$ cat config.mk
export PLATFORM = sky130hd
export DESIGN_NAME = b2n_back
export DESIGN_NICKNAME = d
export VERILOG_FILES = /design/src/sv/b2n_pkg.sv /design/src/sv/b2n_back.sv
export SDC_FILE = /design/constraint.sdc
export NUM_CORES = 2
export LEC_CHECK = 0
export CAP_MARGIN = 5
export CORE_ASPECT_RATIO = 0.6
export CORE_MARGIN = 2
export CORE_UTILIZATION = 35
export DETAILED_ROUTE_END_ITERATION = 16
export DONT_BUFFER_PORTS = 1
export GPL_TIMING_DRIVEN = 0
export PLACE_DENSITY = 0.52
export SLEW_MARGIN = 20
export SYNTH_ARGS = -nofsm -noshare
export SYNTH_HDL_FRONTEND = slang
export SYNTH_SLANG_ARGS = --single-unit
$ cat constraint.sdc
create_clock -name clk -period 9.1 [get_ports clk]
set_input_delay 0.455 -clock clk [delete_from_list [all_inputs] [get_ports clk]]
set_output_delay 0.455 -clock clk [all_outputs]
set_load 0.03 [all_outputs]
$ cat src/sv/b2n_pkg.sv
// Shared types and constants of the BGRA to NV12 converter.
package b2n_pkg;

    // Configuration register file
    localparam int CFG_W = 13;

    typedef enum logic [0:0] {
        REG_FRAME_WIDTH  = 1'b0,
        REG_FRAME_HEIGHT = 1'b1
    } cfg_reg_t;

    localparam logic [CFG_W-1:0] FRAME_WIDTH_RESET  = 13'd1920;
    localparam logic [CFG_W-1:0] FRAME_HEIGHT_RESET = 13'd1080;

    // Entries in the queue between front and back
    localparam int QUEUE_DEPTH = 4;

    // One pixel, alpha dropped
    typedef struct packed {
        logic [7:0] red;
        logic [7:0] green;
        logic [7:0] blue;
    } pixel_t;

    // Horizontal pair sums kept in the line store
    typedef struct packed {
        logic [8:0] red;
        logic [8:0] green;
        logic [8:0] blue;
    } pair_sum_t;

    // Per-request control flags from front to back
    typedef struct packed {
        logic chroma;
        logic frame_end;
    } item_flags_t;

    // BT.709 limited-range coefficients, 8 fractional bits
    localparam int LUMA_R      = 47;
    localparam int LUMA_G      = 157;
    localparam int LUMA_B      = 16;
    localparam int LUMA_BIAS   = 16;
    localparam int CB_R        = -26;
    localparam int CB_G        = -87;
    localparam int CB_B        = 112;
    localparam int CR_R        = 112;
    localparam int CR_G        = -102;
    localparam int CR_B        = -10;
    localparam int ROUND_HALF  = 128;
    localparam int CHROMA_BIAS = 128;
    localparam int BYTE_MAX    = 255;

endpackage

$ cat src/sv/b2n_back.sv
// Back end: luma and chroma math, buffer offsets, output register.
module b2n_back #(
    parameter int MAX_WIDTH  = 4096,
    parameter int MAX_HEIGHT = 4096
) (
    input  logic                             clk,
    input  logic                             rst_n,
    output logic                             pop,
    input  logic                             queue_empty,
    input  b2n_pkg::pixel_t                  item_pixel,
    input  b2n_pkg::pixel_t                  item_avg,
    input  b2n_pkg::item_flags_t             item_flags,
    input  logic [$clog2(MAX_WIDTH)-1:0]     item_col,
    input  logic [$clog2(MAX_HEIGHT)-1:0]    item_row,
    input  logic [$clog2(MAX_WIDTH+1)-1:0]   eff_width,
    input  logic [$clog2(MAX_HEIGHT+1)-1:0]  eff_height,
    output logic                             result_valid,
    input  logic                             result_stall,
    output logic [7:0]                       luma,
    output logic [23:0]                      luma_offset,
    output logic                             chroma_valid,
    output logic [7:0]                       cb,
    output logic [7:0]                       cr,
    output logic [24:0]                      cbcr_offset,
    output logic                             frame_end
);
    import b2n_pkg::*;

    localparam int EW_W   = $clog2(MAX_WIDTH + 1);
    localparam int EH_W   = $clog2(MAX_HEIGHT + 1);
    localparam int COL_W  = $clog2(MAX_WIDTH);
    localparam int ROW_W  = $clog2(MAX_HEIGHT);
    localparam int PROD_W = ROW_W + EW_W;
    localparam int AREA_W = EW_W + EH_W;

    // Product stage
    logic               p_valid_reg, p_valid_next;
    logic [15:0]        p_luma_sum_reg;
    logic signed [16:0] p_cb_sum_reg;
    logic signed [16:0] p_cr_sum_reg;
    logic [PROD_W-1:0]  p_luma_prod_reg;
    logic [PROD_W-1:0]  p_chroma_prod_reg;
    logic [AREA_W-1:0]  p_area_reg;
    logic [COL_W-1:0]   p_col_reg;
    item_flags_t        p_flags_reg;

    // Output stage
    logic               out_valid_reg, out_valid_next;
    logic [7:0]         luma_reg;
    logic [23:0]        luma_offset_reg;
    logic               chroma_valid_reg;
    logic [7:0]         cb_reg;
    logic [7:0]         cr_reg;
    logic [24:0]        cbcr_offset_reg;
    logic               frame_end_reg;

    logic               out_ready;
    logic               p_ready;
    logic               p_move;
    logic signed [16:0] ar_s;
    logic signed [16:0] ag_s;
    logic signed [16:0] ab_s;
    logic signed [16:0] cb_biased;
    logic signed [16:0] cr_biased;
    logic [COL_W-1:0]   col_even;

    function automatic logic [7:0] sat_byte(input logic signed [16:0] v);
        if (v < 0)
        begin
            return 8'd0;
        end
        else if (v > BYTE_MAX)
        begin
            return 8'(BYTE_MAX);
        end
        return v[7:0];
    endfunction

    // Pipeline flow control
    assign out_ready = !out_valid_reg || !result_stall;
    assign p_ready   = !p_valid_reg || out_ready;
    assign pop       = !queue_empty && p_ready;
    assign p_move    = p_valid_reg && out_ready;

    always_comb
    begin
        p_valid_next   = p_ready ? pop : p_valid_reg;
        out_valid_next = out_ready ? p_move : out_valid_reg;
    end

    always_ff @(posedge clk or negedge rst_n)
    begin
        if (!rst_n)
        begin
            p_valid_reg   <= 1'b0;
            out_valid_reg <= 1'b0;
        end
        else
        begin
            p_valid_reg   <= p_valid_next;
            out_valid_reg <= out_valid_next;
        end
    end

    // Weighted sums and offset products
    assign ar_s = {9'd0, item_avg.red};
    assign ag_s = {9'd0, item_avg.green};
    assign ab_s = {9'd0, item_avg.blue};

    always_ff @(posedge clk)
    begin
        if (pop)
        begin
            p_luma_sum_reg    <= 16'(LUMA_R * item_pixel.red + LUMA_G * item_pixel.green
                                     + LUMA_B * item_pixel.blue + ROUND_HALF);
            p_cb_sum_reg      <= 17'(CB_R * ar_s + CB_G * ag_s + CB_B * ab_s + ROUND_HALF);
            p_cr_sum_reg      <= 17'(CR_R * ar_s + CR_G * ag_s + CR_B * ab_s + ROUND_HALF);
            p_luma_prod_reg   <= PROD_W'(item_row) * PROD_W'(eff_width);
            p_chroma_prod_reg <= PROD_W'(item_row >> 1) * PROD_W'(eff_width);
            p_area_reg        <= AREA_W'(eff_width) * AREA_W'(eff_height);
            p_col_reg         <= item_col;
            p_flags_reg       <= item_flags;
        end
    end

    // Floor shift, bias and clamp; offset sums
    assign cb_biased = (p_cb_sum_reg >>> 8) + 17'sd128;
    assign cr_biased = (p_cr_sum_reg >>> 8) + 17'sd128;
    assign col_even  = {p_col_reg[COL_W-1:1], 1'b0};

    always_ff @(posedge clk)
    begin
        if (p_move)
        begin
            luma_reg         <= 8'(LUMA_BIAS) + p_luma_sum_reg[15:8];
            luma_offset_reg  <= 24'(p_luma_prod_reg) + 24'(p_col_reg);
            chroma_valid_reg <= p_flags_reg.chroma;
            frame_end_reg    <= p_flags_reg.frame_end;
            if (p_flags_reg.chroma)
            begin
                cb_reg          <= sat_byte(cb_biased);
                cr_reg          <= sat_byte(cr_biased);
                cbcr_offset_reg <= 25'(p_area_reg) + 25'(p_chroma_prod_reg) + 25'(col_even);
            end
            else
            begin
                cb_reg          <= '0;
                cr_reg          <= '0;
                cbcr_offset_reg <= '0;
            end
        end
    end

    assign result_valid = out_valid_reg;
    assign luma         = luma_reg;
    assign luma_offset  = luma_offset_reg;
    assign chroma_valid = chroma_valid_reg;
    assign cb           = cb_reg;
    assign cr           = cr_reg;
    assign cbcr_offset  = cbcr_offset_reg;
    assign frame_end    = frame_end_reg;

endmodule

==> flow_summary.json <==
{
  "status": "complete, no violations",
  "cts_root_buf": "clkbuf_16",
  "drt-total-wl_um": 76300,
  "arrival_ns": 6.77,
  "multi_input_area_um2": 20700,
  "die_h_um": 227,
  "drv_slew": 0,
  "die_w_um": 375,
  "grt_pass1_vias": 19500,
  "syn_nets": 3844,
  "fin_crit_sh": 0.717,
  "synth_cell_types": 73,
  "worst_setup_path_start_kind": "input pin",
  "postRouteAntennaNets": 0,
  "grt_pass1_wl_um": 119000,
  "gp_congestion": 0.924,
  "start_util": 0.354,
  "via_per_inst": 4.73,
  "clockBufferDepth": 2,
  "grt_max_degree": 24,
  "synth_cells": 2882,
  "reg2reg_to": "cbcr_offset[21]",
  "relSlewSlack": 0.169,
  "period_needed_ns": 6.52,
  "hp-class": "input pin to flip-flop",
  "yosysSeqAreaShare": 0.197,
  "ys_async_sr_fraction": 0.0105,
  "cts_tree": "built",
  "timing_hold_violations_final": 0,
  "synth_edf_count": 188,
  "portBuffers": 0,
  "rsz0062_at_grt": "false",
  "seqCellArea_um2": 5700,
  "ys_warn_count": 0,
  "ys.flop_type": "edfxtp_1",
  "final_nets": 3889,
  "endpoint": "p_cb_sum_reg[16]",
  "place_area_um2": 30600,
  "drive_above_1_share": 0.0245,
  "setup.worst_path.end_class": "flip-flop",
  "synth_area_um2": 28900,
  "drt-pass1-iter-count": 5,
  "reg2reg_from": "p_col_reg[8]",
  "worstPathRequired_ns": 9.35,
  "clkSinkCount": 190,
  "cp_max_fo": 6,
  "fmax_ghz": 0.153,
  "grt_overflow": 0,
  "core-area_um2": 81600,
  "tns_ns": 0,
  "syn_area_per_cell_um2": 10.0,
  "clkTransAtPathRegs_ns": 0.08,
  "rrSetupSlack_ns": 5.36,
  "clock_skew_ns": 0.0167,
  "setup_viol": 0,
  "numCtsBuffers": 17,
  "ys_ff_latch": 190,
  "place_hpwl_um": 66100,
  "cp-startpoint": "item_avg[20]",
  "htree_levels": 4,
  "drc": 0,
  "r2r_cells": 7,
  "fillers": 8108,
  "tightest_slew_ns": 1.22,
  "dieArea_um2": 85000,
  "routedWlPerCell_um": 19.0,
  "syn_to_final_growth_pct": 8.50,
  "track_usage": 0.189,
  "hold_depth": 0,
  "drt_iter0_markers": 1208,
  "design_area_um2": 31400,
  "detailroute.via_count": 19000,
  "antenna_found_initial": 3,
  "fin_cells": 4019,
  "io_pins": 181,
  "worstSkewPairLatency_ns": 0.50,
  "post_cts_resized": 0,
  "dpl.cell_count": 3972,
  "row_count": 81,
  "cap_violations": 0,
  "path_class": "input pin to flip-flop"
}
==> critical path, cell delays in order <==
cell,delay (ns)
ha_1,0.28
fa_1,0.47
fa_1,0.49
ha_1,0.34
a21oi_1,0.23
xnor2_1,0.15
ha_1,0.25
ha_1,0.30
fa_1,0.49
inv_1,0.06
fa_1,0.55
inv_1,0.06
fa_1,0.51
ha_1,0.32
nand4_1,0.09
o41ai_2,0.59
a21oi_1,0.26
a21oi_1,0.35
a221o_1,0.28
a31oi_1,0.11
xnor2_1,0.13
==> worst min-delay path by stage <==
stage	startpoint	end	slack, ns
floorplan	rst_n	p_valid_reg	0.16
global placement	rst_n	p_valid_reg	0.16
detailed placement	rst_n	result_valid	0.16
CTS	item_col[6]	p_col_reg[6]	0.001
global route	item_col[6]	p_col_reg[6]	0.01
finish	item_col[6]	p_col_reg[6]	0.05
==> final cells by class <==
class | count | share of cell area
clock inverters | 13 | 0.00539
repair buffers | 26 | 0.0144
flip-flops and latches | 190 | 0.182
well taps | 1079 | 0.0430
diodes | 1 | 0.0000798
inverters | 629 | 0.0753
clock buffers | 18 | 0.0137
plain buffers | 64 | 0.00794
multi-input cells | 1999 | 0.659
==> through the flow <==
step | hold WS, ns | worst slack (ns) | util
after global routing | 0.0109 | 2.25 | 0.384
after global placement | 0.160 | -2.99 | 0.371
after CTS | 0.00138 | 2.30 | 0.384
after floorplan | 0.159 | 1.26 | -
after detailed placement | 0.160 | 1.76 | 0.375
final | 0.0521 | 2.58 | 0.384
==> what timing repair did <==
item,CTS,global route
setup endpoints to repair,0,0
buffers inserted,0,0
hold endpoints to repair,16,0
hold buffers,15,0
==> cells in the mapped netlist, drive strengths merged, types with 3 or more instances <==
cell type,instances,area [um2]
edfxtp,188,5650
nor2b,20,125
a211oi,15,118
a21boi,4,30.0
or4,3,22.5
inv,629,2360
a221o,5,50.1
nand3,33,178
ha,447,5590
o21ai,64,320
a31oi,17,106
mux2i,4,40.0
or3,5,31.3
o31ai,3,27.5
clkbuf,62,234
nand2,249,935
o22ai,4,25.0
fa,411,8230
o21a,21,158
a21o,53,402
a2111oi,3,51.3
a31o,4,35.0
o2111ai,4,35.0
o211a,3,30.0
nor3,26,140
nand2b,21,131
nor2,74,278
o211ai,7,52.6
or2,5,31.3
o21bai,18,135
and3,14,88.8
a221oi,5,50.0
o41ai,3,26.3
nor3b,6,45.0
nand4,5,31.3
xor2,41,359
a21oi,121,606
xnor2,107,937
and2,153,961
==> metal layers <==
metal  routed length, um  up-vias  track usage
li1                    -     9340            -
met1               40900     9135        0.298
met2               26500      455        0.229
met3                7860       63       0.0782
met4                 985        0       0.0375
met5                   0        -            0
==> layout by cell type (no fill, tap or decap), drive strengths merged, types with 17 or more instances in the layout <==
cell type,count
clkbuf,80
nor3,26
nand2b,21
nand3,33
a21oi,121
edfxtp,188
nor2,74
xor2,41
o21ai,64
nor2b,20
fa,411
o21a,21
a21o,53
xnor2,107
o21bai,18
and2,153
inv,636
nand2,249
a31oi,17
ha,447
==> cells by family after synthesis <==
kind of cell / Yosys count / share of synthesized area
AOI/OAI and AO/OA: 367 / 0.0823
and+or+nand+nor: 622 / 0.106
muxes: 4 / 0.00139
DFF: 190 / 0.197
adders and majority gates: 858 / 0.478
xor gates and xnor gates: 148 / 0.0448
buffers and inverters: 693 / 0.0903
Power is left out: the tool's default activity adds up to more than one toggle a clock period on the data nets, which glitch-free logic cannot reach.
