==> config.mk <==
export PLATFORM = sky130hd
export DESIGN_NAME = b2n_queue
export DESIGN_NICKNAME = d
export VERILOG_FILES = /design/src/sv/b2n_pkg.sv /design/src/sv/b2n_queue.sv
export SDC_FILE = /design/constraint.sdc
export NUM_CORES = 1
export LEC_CHECK = 0
export ABC_AREA = 1
export BUFFER_PORTS_ARGS = -buffer_cell sky130_fd_sc_hd__buf_2
export CAP_MARGIN = 10
export CORE_AREA = 2 2 62 64
export CTS_CLUSTER_SIZE = 14
export DETAILED_ROUTE_END_ITERATION = 8
export DIE_AREA = 0 0 64 66
export GPL_TIMING_DRIVEN = 0
export HOLD_SLACK_MARGIN = 0.02
export PLACE_DENSITY = 0.71
export SKIP_LAST_GASP = 1
export SLEW_MARGIN = 20
export SYNTH_ARGS = -nofsm -noshare
export SYNTH_HDL_FRONTEND = slang
export SYNTH_SLANG_ARGS = --single-unit
==> constraint.sdc <==
create_clock -name clk -period 1.3 [get_ports clk]
set_clock_uncertainty 0.05 [all_clocks]
set_input_delay 0.195 -clock clk [delete_from_list [all_inputs] [get_ports clk]]
set_output_delay 0.195 -clock clk [all_outputs]
set_load 0.05 [all_outputs]
==> src/sv/b2n_pkg.sv <==
// Shared types and constants of the BGRA to NV12 converter.
package b2n_pkg;

    // Configuration register file
    localparam int CFG_W = 13;

    typedef enum logic [0:0] {
        REG_FRAME_WIDTH  = 1'b0,
        REG_FRAME_HEIGHT = 1'b1
    } cfg_reg_t;

    localparam logic [CFG_W-1:0] FRAME_WIDTH_RESET  = 13'd1920;
    localparam logic [CFG_W-1:0] FRAME_HEIGHT_RESET = 13'd1080;

    // Entries in the queue between front and back
    localparam int QUEUE_DEPTH = 4;

    // One pixel, alpha dropped
    typedef struct packed {
        logic [7:0] red;
        logic [7:0] green;
        logic [7:0] blue;
    } pixel_t;

    // Horizontal pair sums kept in the line store
    typedef struct packed {
        logic [8:0] red;
        logic [8:0] green;
        logic [8:0] blue;
    } pair_sum_t;

    // Per-request control flags from front to back
    typedef struct packed {
        logic chroma;
        logic frame_end;
    } item_flags_t;

    // BT.709 limited-range coefficients, 8 fractional bits
    localparam int LUMA_R      = 47;
    localparam int LUMA_G      = 157;
    localparam int LUMA_B      = 16;
    localparam int LUMA_BIAS   = 16;
    localparam int CB_R        = -26;
    localparam int CB_G        = -87;
    localparam int CB_B        = 112;
    localparam int CR_R        = 112;
    localparam int CR_G        = -102;
    localparam int CR_B        = -10;
    localparam int ROUND_HALF  = 128;
    localparam int CHROMA_BIAS = 128;
    localparam int BYTE_MAX    = 255;

endpackage

==> src/sv/b2n_queue.sv <==
// Small FIFO between the front end and the color math back end.
module b2n_queue #(
    parameter int WIDTH = 8
) (
    input  logic             clk,
    input  logic             rst_n,
    input  logic             push,
    input  logic [WIDTH-1:0] push_data,
    output logic             full,
    input  logic             pop,
    output logic [WIDTH-1:0] pop_data,
    output logic             empty
);
    import b2n_pkg::*;

    localparam int PTR_W = $clog2(QUEUE_DEPTH);
    localparam int CNT_W = $clog2(QUEUE_DEPTH + 1);

    logic [WIDTH-1:0] slot_reg [QUEUE_DEPTH];
    logic [PTR_W-1:0] wr_ptr_reg, wr_ptr_next;
    logic [PTR_W-1:0] rd_ptr_reg, rd_ptr_next;
    logic [CNT_W-1:0] count_reg, count_next;

    assign full     = count_reg == CNT_W'(QUEUE_DEPTH);
    assign empty    = count_reg == '0;
    assign pop_data = slot_reg[rd_ptr_reg];

    // Pointer and fill count update
    always_comb
    begin
        wr_ptr_next = wr_ptr_reg;
        rd_ptr_next = rd_ptr_reg;
        count_next  = count_reg;
        if (push)
        begin
            wr_ptr_next = (wr_ptr_reg == PTR_W'(QUEUE_DEPTH - 1)) ? '0 : wr_ptr_reg + PTR_W'(1);
        end
        if (pop)
        begin
            rd_ptr_next = (rd_ptr_reg == PTR_W'(QUEUE_DEPTH - 1)) ? '0 : rd_ptr_reg + PTR_W'(1);
        end
        if (push && !pop)
        begin
            count_next = count_reg + CNT_W'(1);
        end
        else if (pop && !push)
        begin
            count_next = count_reg - CNT_W'(1);
        end
    end

    always_ff @(posedge clk or negedge rst_n)
    begin
        if (!rst_n)
        begin
            wr_ptr_reg <= '0;
            rd_ptr_reg <= '0;
            count_reg  <= '0;
        end
        else
        begin
            wr_ptr_reg <= wr_ptr_next;
            rd_ptr_reg <= rd_ptr_next;
            count_reg  <= count_next;
        end
    end

    // Storage
    always_ff @(posedge clk)
    begin
        if (push)
        begin
            slot_reg[wr_ptr_reg] <= push_data;
        end
    end

endmodule

==> results of run 1 <==
power groups by stage:
| stage | clock, mW | combinational, mW | sequential [mW] |
|---|---|---|---|
| after floorplan | 0 | 1.66 | 1.81 |
| after global placement | 0 | 2.05 | 1.83 |
| after detailed placement | 0 | 2.11 | 1.85 |
| after CTS | 0.584 | 2.81 | 1.83 |
| after global routing | 0.636 | 3.08 | 1.86 |
| final | 0.566 | 2.84 | 1.84 |
metal layers:
metal | wire length, um | share of wire (%)
met3 | 172 | 5.4
met2 | 1800 | 56
met4 | 53 | 1.7
met5 | 0 | 0
met1 | 1180 | 37
metrics by stage:
step | setup slack [ns] | area [um2] | utilization [%]
6_report | -0.366 | 2260 | 63.6
5_1_grt | -0.466 | 2260 | 63.6
4_1_cts | -0.403 | 2230 | 62.9
3_5_place_dp | -0.193 | 1900 | 53.5
3_3_place_gp | -0.117 | 1900 | 53.5
2_1_floorplan | -0.0484 | 1740 | -
cell families (layout without fill, tap and decap cells):
kind of cell / count (synthesis) / after routing / share of synthesized area, %
simple gates: 43 / 43 / 9.83
flops: 39 / 39 / 66.6
buf+inv: 33 / 79 / 8.95
compound gates: 21 / 21 / 8.51
fa+ha+maj: 7 / 7 / 5.58
xor+xnor: 1 / 1 / 0.514
Yosys cell counts:
library cell,number,share of area (%)
a21oi_1,1,0.29
buf_4,1,0.44
buf_6,2,1.3
clkbuf_8,1,0.81
dfrtp_1,7,10
edfxtp_1,32,56
fa_1,1,1.2
ha_1,6,4.4
inv_1,27,5.9
inv_2,2,0.44
nand2_1,39,8.6
nand3_1,1,0.29
nand4_1,1,0.37
nor3_1,2,0.59
o211ai_1,16,7.0
o21ai_0,3,0.88
o21ai_1,1,0.29
xnor2_1,1,0.51
critical path: cells and delay by family (launching register included):
kind | cells | cell delay [ns]
AOI/OAI and AO/OA | 1 | 0.09
buffers and inverters | 3 | 0.43
DFF | 1 | 0.43
and+or+nand+nor | 2 | 0.13
area by class of cell:
| type | count | area [um2] | area share (%) |
|---|---|---|---|
| clock buffer | 7 | 45.0 | 1.99 |
| timing repair buffer | 38 | 339 | 15.0 |
| inverter | 29 | 124 | 5.48 |
| tap | 48 | 60.1 | 2.66 |
| sequential | 39 | 1140 | 50.3 |
| clock inverter | 1 | 5.00 | 0.221 |
| multi-input combinational | 72 | 505 | 22.4 |
| buffer | 4 | 43.8 | 1.94 |
repair_timing:
action,CTS,global route
buffers inserted,6,0
pin swaps,6,3
hold endpoints to repair,32,4
cloned,2,0
hold buffers,8,1
setup endpoints to repair,43,36
gates resized for setup,45,6
worst max-delay path by stage:
stage / from / endpoint / depth (start not counted)
after floorplan: count_reg[1] / full / 1
after global placement: rd_ptr_reg[1] / pop_data[1] / 5
after detailed placement: pop / count_reg[2] / 9
after CTS: rd_ptr_reg[0] / pop_data[4] / 6
after global routing: rd_ptr_reg[0] / pop_data[2] / 6
final: rd_ptr_reg[0] / pop_data[4] / 6
==> results.ini, run 1 <==
[floorplanning]
start_util_pct = 48.0
row_count = 22
fp.dieH_um = 66
die_w_um = 64
ios = 22
design.die.area_um2 = 4220
core_um2 = 3550

[sta]
slew_headroom_pct = 84.9
fin_tns_setup_ns = -3.08
period_needed_ns = 1.67
max_freq_ghz = 0.600
fin_crit_sh_pct = 128
rsz0062_at_grt = yes
layout_setup_ws_ns = -0.366
setup_viol = 18
worst_pin_slew_ns = 0.227
whs_ns = 0.0328
hold_viol = 0
slew_viol_final = 0

[global_route]
grt_pass1_vias = 1188
grt_overflow = 0
use_met3_pct = 5.28
busiest_layer = met2
grt_max_degree = 12
grt_pass1_wl_mm = 5.36
met2_usage_pct = 30.9
grt_use_met1_pct = 19.7
antenna_found_initial = 0
track_usage_pct = 17.6

[yosys]
synth.distinct_cells = 18
ys_ff_latch = 39
netlist_area_um2 = 1710
ys_warn_count = 0
netlist_instances = 144
synth.yosys.seq_area_share_pct = 66.6
syn-mean-instance-area_um2 = 11.8
syn-num-nets = 163

[place]
dp_hpwl_mm = 2.04
gp_congestion = 0.731
numPlacedInstances = 213
port_buffers = 21

[route]
dr.first_iter.drc_count = 44
route.detailed.drc = 0
vias = 1136
dr.pass1.iters = 4
vias_per_cell = 4.77
antenna_left = 0
wirelength_mm = 3.20
wl_per_cell_um = 13.5

[setup_path]
slowest_stage = dfrtp_1
path_common_cell = nand2_2
reg2reg_setup_slack_ns = -0.03
required_ns = 1.05
cp-end-kind = output port
crit_path_max_fanout = 6
max_stage_delay_ns = 0.43
path_cells = inv_4 -> clkbuf_8 -> nand2_2 -> o211ai_1 -> nand2_2 -> buf_8
crit-reg2reg-launch = count_reg[1]
timing.critical_path.arrival_ns = 1.42
r2r-end = count_reg[2]
path_class = reg -> out
worstRegToRegCells = 6
cp-start-kind = flip-flop

[status]
status = complete, but fails checks
violations = setup timing

[power]
peakVddDrop_v = 0.00103
power_mw = 5.24
powerDensity_nw_per_um2 = 2320
pwr-share-clk_pct = 10.8
p_sw_mw = 2.25
comb_power_share_pct = 54.2
internal_power_mw = 2.99
swShare_pct = 42.9
seqPwrFrac_pct = 35.0
p_leak_nw = 0.966

[layout]
final_cell_mix = 32 x edfxtp_1, 25 x nand2_1, 20 x inv_1
syn_to_final_growth_pct = 32.5
layout.nets = 208
final_common_cell = edfxtp_1
fillers = 262
layout-drive-gt1-share_pct = 35.8
largest_reg_flops = 32
diodes = 0
instances_no_fill = 238

[hold_path]
holdPathEnd = rd_ptr_reg[1]
hold_class = in -> reg
min_delay_path_depth = 2
hold_path_startpoint = pop

[cts]
clockRootBuffer = clkbuf_4
clkSinkCount = 39
htree_levels = 2
clkSlewWorstSetupHoldPaths_ns = 0.11
cts_made_buffers = 5
cts_max_path_buffers = 2
clk_latency_ns = 0.34
tritoncts = done

[job]
drv_cap = 0

Note: power is estimated with default switching activity, not from simulation.
==> inputs of run 2 (changes only) <==
--- a/config.mk
+++ b/config.mk
@@ -14,7 +14,7 @@
 export DIE_AREA = 0 0 64 66
 export GPL_TIMING_DRIVEN = 0
 export HOLD_SLACK_MARGIN = 0.02
-export PLACE_DENSITY = 0.71
+export PLACE_DENSITY = 0.68
 export SKIP_LAST_GASP = 1
 export SLEW_MARGIN = 20
 export SYNTH_ARGS = -nofsm -noshare
==> results.ini, run 2 (synthesized netlist as in run 1, its figures left out) <==
[setup_path]
slowest_stage = dfrtp_1
crit_path_max_fanout = 10
worstRegToRegCells = 4
max_stage_delay_ns = 0.41
r2r-end = slot_reg[2][4]
required_ns = 1.05
path_cells = inv_4 -> buf_8 -> o211ai_1 -> nand2_2 -> buf_8
path_common_cell = buf_8
timing.critical_path.arrival_ns = 1.45
reg2reg_setup_slack_ns = -0.07
cp-end-kind = output port
cp-start-kind = flip-flop
path_class = reg -> out
crit-reg2reg-launch = wr_ptr_reg[1]

[floorplanning]
die_w_um = 64
fp.dieH_um = 66
ios = 22
row_count = 22
design.die.area_um2 = 4220
start_util_pct = 48.0
core_um2 = 3550

[layout]
fillers = 250
layout.nets = 206
fin_util_pct = 66.0
diodes = 0
multi_input_comb_area_um2 = 537
syn_to_final_growth_pct = 37.5
largest_reg_flops = 32
final_common_cell = edfxtp_1
instances_no_fill = 236
layout-drive-gt1-share_pct = 41.0
seq_area_um2 = 1140
final_cell_mix = 32 x edfxtp_1, 24 x nand2_1, 21 x inv_1

[global_route]
track_usage_pct = 18.0
grt_pass1_wl_mm = 5.61
antenna_found_initial = 0
grt_max_degree = 13
grt_pass1_vias = 1242
grt_overflow = 0

[route]
dr.first_iter.drc_count = 35
wl_per_cell_um = 14.1
wirelength_mm = 3.33
vias_per_cell = 4.92
route.detailed.drc = 0
vias = 1161
dr.pass1.iters = 4
antenna_left = 0

[sta]
hold_viol = 0
setup_viol = 22
fin_tns_setup_ns = -3.59
fin_crit_sh_pct = 130
slew_viol_final = 0
period_needed_ns = 1.69
layout_setup_ws_ns = -0.391
max_freq_ghz = 0.591
slew_headroom_pct = 81.4
worst_pin_slew_ns = 0.278
rsz0062_at_grt = yes

[hold_path]
holdPathEnd = slot_reg[2][3]
min_delay_path_depth = 1
hold_path_startpoint = push_data[3]
hold_class = in -> reg

[cts]
cts_made_buffers = 5
clkSinkCount = 39
htree_levels = 2
clockRootBuffer = clkbuf_4
clkSlewWorstSetupHoldPaths_ns = 0.12
cts_max_path_buffers = 2
tritoncts = done
clk_latency_ns = 0.32

[job]
drv_cap = 0

[power]
power_mw = 5.86
p_leak_nw = 0.984
powerDensity_nw_per_um2 = 2500
peakVddDrop_v = 0.00126

[place]
gp_congestion = 0.756
port_buffers = 21
dp_hpwl_mm = 2.07
numPlacedInstances = 213

[status]
status = complete, but fails checks
violations = setup timing

==> run 2: changes by cell type in the layout (fill, tap and decap cells not counted), moves of 3 or more <==
| cell | previous run | this run |
|---|---|---|
| buf_8 | 2 | 6 |
| dfrtp_1 | 6 | 3 |
| dfrtp_2 | 1 | 4 |
| dlygate4sd3_1 | 9 | 4 |
| inv_2 | 4 | 0 |
==> run 2: worst max-delay path, delay by kind of cell (launching register included) <==
kind / cells / cell delay [ns]
AOI/OAI and AO/OA: 1 / 0.21
buffers and inverters: 3 / 0.39
DFF: 1 / 0.41
and+or+nand+nor: 1 / 0.09
==> run 2: per-layer routing <==
metal,vias to the layer above,routed length (um),global-route usage [%]
met3,8,107,3.41
met4,0,55,5.98
met2,27,1790,33.9
li1,571,-,-
met1,555,1380,20.5
met5,-,0,0
==> run 2: power by group <==
part | internal, mW | leakage (nW) | switching, mW
clock | 0.601 | 0.0525 | 0.364
combinational | 1.24 | 0.558 | 1.79
sequential | 1.67 | 0.374 | 0.201
==> run 2: how the worst max path moves through the flow <==
stage                        end     startpoint  depth (start not counted)
finish               pop_data[3]  rd_ptr_reg[0]                          5
CTS                  pop_data[0]  rd_ptr_reg[0]                          6
detailed placement  count_reg[2]            pop                          9
floorplan                   full   count_reg[1]                          1
global placement     pop_data[7]  rd_ptr_reg[1]                          5
global route         pop_data[4]  rd_ptr_reg[0]                          6
==> run 2: through the flow <==
| step | hold slack [ns] | instance area [um2] | worst slack, ns |
|---|---|---|---|
| 2_1_floorplan | -0.151 | 1740 | -0.0484 |
| 3_3_place_gp | -0.0180 | 1900 | -0.119 |
| 3_5_place_dp | -0.0124 | 1900 | -0.180 |
| 4_1_cts | 0.0220 | 2300 | -0.373 |
| 5_1_grt | 0.0225 | 2340 | -0.455 |
| 6_report | 0.0227 | 2340 | -0.391 |
==> run 2: layout make-up <==
class | instances | share of cell area (%)
Clock buffer | 6 | 1.76
Tap cell | 48 | 2.56
Inverter | 29 | 5.82
Buffer | 4 | 2.08
Sequential cell | 39 | 48.7
Timing Repair Buffer | 36 | 13.7
Clock inverter | 2 | 2.56
Multi-Input combinational cell | 72 | 22.9
==> run 2: what timing repair did <==
item,CTS,global route
hold buffers,3,1
pin swaps,6,5
resized for setup,55,11
setup buffers,9,0
setup endpoints to repair,43,44
endpoints found under the hold margin,15,1
gates cloned,2,0
